<file path="src/rtl/adbm_pkg.sv">
// Package for the ARP/DNS binding monitor: payload structs, protocol
// constants and the controller/datapath command and status structs.
// No dependencies.
package adbm_pkg;

  // Protocol constants
  localparam logic [15:0] ETH_TYPE_ARP   = 16'h0806;
  localparam logic [15:0] ETH_TYPE_IPV4  = 16'h0800;
  localparam logic [7:0]  PROTO_UDP      = 8'd17;
  localparam logic [7:0]  DNS_RSP_MASK   = 8'h80;
  localparam logic [15:0] DNS_PORT_RESET = 16'd53;

  // Packet class codes
  localparam logic [1:0] CLASS_ARP   = 2'd0;
  localparam logic [1:0] CLASS_DNS   = 2'd1;
  localparam logic [1:0] CLASS_OTHER = 2'd2;

  // Remainder unit: pipeline steps per key
  localparam int unsigned DIV_STEPS = 3;
  localparam int unsigned DIV_CNT_W = $clog2(DIV_STEPS);

  typedef struct packed {
    logic [15:0] eth_type;
    logic [7:0]  ip_protocol;
    logic [15:0] udp_dest_port;
    logic [31:0] arp_sender_ip;
    logic [47:0] arp_sender_mac;
    logic [7:0]  dns_flag_byte;
    logic [31:0] dns_first_word;
    logic [31:0] dns_second_word;
  } pkt_t;

  typedef struct packed {
    logic [1:0]  packet_class;
    logic        arp_poison_alert;
    logic        dns_spoof_alert;
    logic [31:0] alert_address;
  } res_t;

  // Controller to datapath
  typedef struct packed {
    logic clr_en;    // clearing pass: write one invalid entry
    logic load;      // capture the accepted packet
    logic div_step;  // one stage of the index remainder
    logic rd_en;     // read both tables at the computed index
    logic res_load;  // decide, update tables, load output register
  } cmd_t;

  // Datapath to controller
  typedef struct packed {
    logic clr_last;  // last entry of the clearing pass
    logic mod_fast;  // both table sizes are powers of two
    logic out_free;  // output register can take a result
  } sts_t;

endpackage

</file>
<file path="src/rtl/adbm_ctrl.sv">
// Controller of the binding monitor: clearing pass, accept, remainder
// iterations, table read and result hand-off. Depends on adbm_pkg.
module adbm_ctrl import adbm_pkg::*; (
  input  logic clk_i,
  input  logic rst_ni,
  input  logic in_valid_i,
  output logic in_ready_o,
  input  sts_t sts_i,
  output cmd_t cmd_o
);

  typedef enum logic [2:0] {
    ST_CLEAR,
    ST_IDLE,
    ST_DIV,
    ST_READ,
    ST_CMP
  } state_e;

  state_e               state_q, state_d;
  logic [DIV_CNT_W-1:0] div_cnt_q, div_cnt_d;

  // Next state and commands
  always_comb begin
    state_d    = state_q;
    div_cnt_d  = div_cnt_q;
    cmd_o      = '0;
    in_ready_o = 1'b0;
    unique case (state_q)
      ST_CLEAR: begin
        cmd_o.clr_en = 1'b1;
        if (sts_i.clr_last) begin
          state_d = ST_IDLE;
        end
      end
      ST_IDLE: begin
        in_ready_o = 1'b1;
        if (in_valid_i) begin
          cmd_o.load = 1'b1;
          div_cnt_d  = '0;
          state_d    = sts_i.mod_fast ? ST_READ : ST_DIV;
        end
      end
      ST_DIV: begin
        cmd_o.div_step = 1'b1;
        div_cnt_d      = div_cnt_q + 1'b1;
        if (div_cnt_q == DIV_CNT_W'(DIV_STEPS - 1)) begin
          state_d = ST_READ;
        end
      end
      ST_READ: begin
        cmd_o.rd_en = 1'b1;
        state_d     = ST_CMP;
      end
      ST_CMP: begin
        // hold the decision until the output register is free
        if (sts_i.out_free) begin
          cmd_o.res_load = 1'b1;
          state_d        = ST_IDLE;
        end
      end
      default: begin
        state_d = ST_CLEAR;
      end
    endcase
  end

  always_ff @(posedge clk_i or negedge rst_ni) begin
    if (!rst_ni) begin
      state_q   <= ST_CLEAR;
      div_cnt_q <= '0;
    end else begin
      state_q   <= state_d;
      div_cnt_q <= div_cnt_d;
    end
  end

endmodule

</file>
<file path="config.mk">
export PLATFORM = sky130hd
export DESIGN_NAME = adbm_ctrl
export DESIGN_NICKNAME = d
export VERILOG_FILES = /design/src/rtl/adbm_pkg.sv /design/src/rtl/adbm_ctrl.sv
export SDC_FILE = /design/constraint.sdc
export NUM_CORES = 1
export LEC_CHECK = 0
export ABC_AREA = 1
export BUFFER_PORTS_ARGS = -buffer_cell sky130_fd_sc_hd__buf_2
export CORE_AREA = 2 2 39 41
export DETAILED_ROUTE_END_ITERATION = 10
export DIE_AREA = 0 0 41 43
export PLACE_DENSITY = 0.58
export SLEW_MARGIN = 20
export SYNTH_ARGS = -nofsm -noshare
export SYNTH_HDL_FRONTEND = slang
export SYNTH_SLANG_ARGS = --single-unit
</file>
<file path="constraint.sdc">
create_clock -name clk_i -period 1.1 [get_ports clk_i]
set_clock_uncertainty 0.15 [all_clocks]
set_input_delay 0.11 -clock clk_i [delete_from_list [all_inputs] [get_ports clk_i]]
set_output_delay 0.11 -clock clk_i [all_outputs]
set_load 0.02 [all_outputs]
</file>
==> flow_summary.toml <==
[worst_setup_path]
timing.rr.end = "div_cnt_q[1]$_DFFE_PN0P_"
start_kind = "register"
worstPathRequired_ns = 0.84
path_max_fanout = 5
slowest_delay_ns = 0.44
arrival_ns = 1.13
crit_chain = "nor2_2, nand2_2, nor2_2, buf_6"
crit_buf_inv = 1
r2r_start = "state_q[2]$_DFFE_PN0P_"
cp_top_family = "flip-flops"
end_kind = "output pin"
path_class = "reg2out"
cpMostUsedCell = "nor2_2"
critPathSlowestCell = "dfrtp_2"
worstRegToRegCells = 5
r2r_slack_ns = -0.23

[logic_synthesis]
ys_seq_area_frac = 0.3861
syn-num-nets = 50
async_reset_ff_frac = 1.000
netlist_area_um2 = 324.1
synthTopCellsByCount = "11 x inv_1, 7 x nand2_1, 5 x dfrtp_1"
yosysWarnings = 0
dominantRegCellSynth = "dfrtp_1"
ys_types = 15
netlist_instances = 43
synth_top_area_frac = 0.3861
ys_ff_latch = 5
synth.most_common_cell = "inv_1"
synth_top_cell_by_area = "dfrtp_1"
yosys-top-cells-area = "dfrtp_1 39%, inv_1 13%, nand2_1 8.1%"
synth_enable_flop_cells = 0
syn_avg_cell_area_um2 = 7.536

[timing]
setup_viol = 11
hold_violations = 0
period_share = 1.266
holdWs_ns = 0.05912
rsz0062_at_grt = "yes"
relSlewSlack = 0.8898
max_freq_mhz = 718.0
finalWorstSetupSlack_ns = -0.2928
fin_tns_setup_ns = -2.468
layout_min_cycle_time_ns = 1.393
maxSlewViolCount = 0
worstMarginPinSlew_ns = 0.1648

[die]
core_um2 = 1384
dieArea_um2 = 1763
rows = 14
die_w_um = 41
initial_core_util = 0.2342
io_pins = 12
die_h_um = 43

[global_route]
grt_max_degree = 6
overflow = 0
grt_usage = 0.09889
grt_pass1_wl_mm = 1.159
antenna_found_initial = 0
grt_pass1_vias = 318

[detailed_routing]
wl_um = 698
ant_nets = 0
vias = 346
via_per_inst = 4.071
avgRoutedWirePerCell_um = 8.212
drcViolationCount = 0
drt_iter0_drc = 3
dr.pass1.iters = 4

[clock_network]
clkTransAtPathRegs_ns = 0.04
cts_buffer_depth = 2
cts_buffers = 3
cts_num_sinks = 5
tritoncts = "done"
clock-root-buffer = "clkbuf_4"
worstSkewPairLatency_ns = 0.23
cts_max_level = 1

[power]
powerDensity_nw_per_um2 = 2955
ir_drop_mv = 1.078
power_mw = 1.701
cellLeakagePower_nw = 0.3153

[placement]
place_area_um2 = 457.9
io_buffers = 11
dp_hpwl_um = 537.6
gp_congestion = 0.6986

[hold_path]
holdCritPathClass = "in2async"

[run_status]
violations = "negative setup slack"
status = "finished, violations left"

[finish]
area_delta_synth_final_pct = 77.61
design_area_um2 = 575.6
n_antenna_cell = 0
finish.utilization = 0.4159
nNetsFinal = 77
drive_gt1_frac = 0.5507
fill_cells = 144

[job]
drv_cap = 0
-- worst max path at each step --
stage               cells past startpoint                       end              startpoint
floorplan                               4  div_cnt_q[1]$_DFFE_PN0P_  state_q[2]$_DFFE_PN0P_
finish                                  4                  cmd_o[3]  state_q[2]$_DFFE_PN0P_
global placement                        4                  cmd_o[0]  state_q[1]$_DFFE_PN0P_
CTS                                     4                  cmd_o[1]  state_q[2]$_DFFE_PN0P_
detailed placement                      4                  cmd_o[0]  state_q[1]$_DFFE_PN0P_
global route                            8    state_q[0]$_DFFE_PN0P_  state_q[0]$_DFFE_PN0P_
-- area by class of cell --
| type | instances | area, um^2 | share of cell area |
|---|---|---|---|
| multi-input cells | 26 | 177.7 | 0.3087 |
| repair buffers | 22 | 177.7 | 0.3087 |
| clock buffers | 4 | 26.28 | 0.04565 |
| inverters | 12 | 47.55 | 0.08261 |
| flip-flops and latches | 5 | 126.4 | 0.2196 |
| well taps | 16 | 20.02 | 0.03478 |
-- report_power, final --
| group | leakage, nW | total, mW | switching (mW) | internal [mW] |
|---|---|---|---|---|
| clock | 0.0150 | 0.204 | 0.0672 | 0.137 |
| sequential | 0.0628 | 0.340 | 0.0756 | 0.265 |
| combinational | 0.238 | 1.16 | 0.585 | 0.571 |
-- metrics by stage --
step	std cells	setup slack, ns
finish	85	-0.2928
global route	85	-0.3537
CTS	85	-0.3060
detailed placement	75	-0.1196
global placement	75	-0.1045
floorplan	43	-0.02901
-- flip-flops by register name (all words and copies together) (netlist names) --
name / count
div_cnt_q: 2
state_q: 3
-- what timing repair did --
item | in CTS | in global routing
hold buffers | 1 | 0
endpoints found under the setup margin | 10 | 11
pin swaps | 8 | 2
gates resized for setup | 11 | 3
setup buffers | 5 | 0
hold endpoints to repair | 5 | 0
-- routing by layer --
metal	up-vias	track usage	share of wire
met5	-	0	0
met2	11	0.1438	0.50
met4	0	0.08000	0
li1	181	-	-
met1	154	0.1209	0.44
met3	0	0.01571	0.062
-- cells by family after synthesis --
| logic type | Yosys count | share of synthesized area |
|---|---|---|
| AOI/OAI and AO/OA | 5 | 0.1467 |
| adders and majority gates | 1 | 0.03860 |
| buffers and inverters | 12 | 0.1390 |
| DFF | 5 | 0.3861 |
| and+or+nand+nor | 20 | 0.2895 |
-- cell usage in the layout (no fill, tap or decap), drive strengths merged --
cell and instances:
buf 21, inv 12, nand2 9, nor2 6
dfrtp 5, clkbuf 4, nand3 3, a21oi 2
o21ai 2, nor3 1, o22ai 1, nand3b 1
ha 1, dlygate4sd3 1
Power figures use the tool's default switching activity.
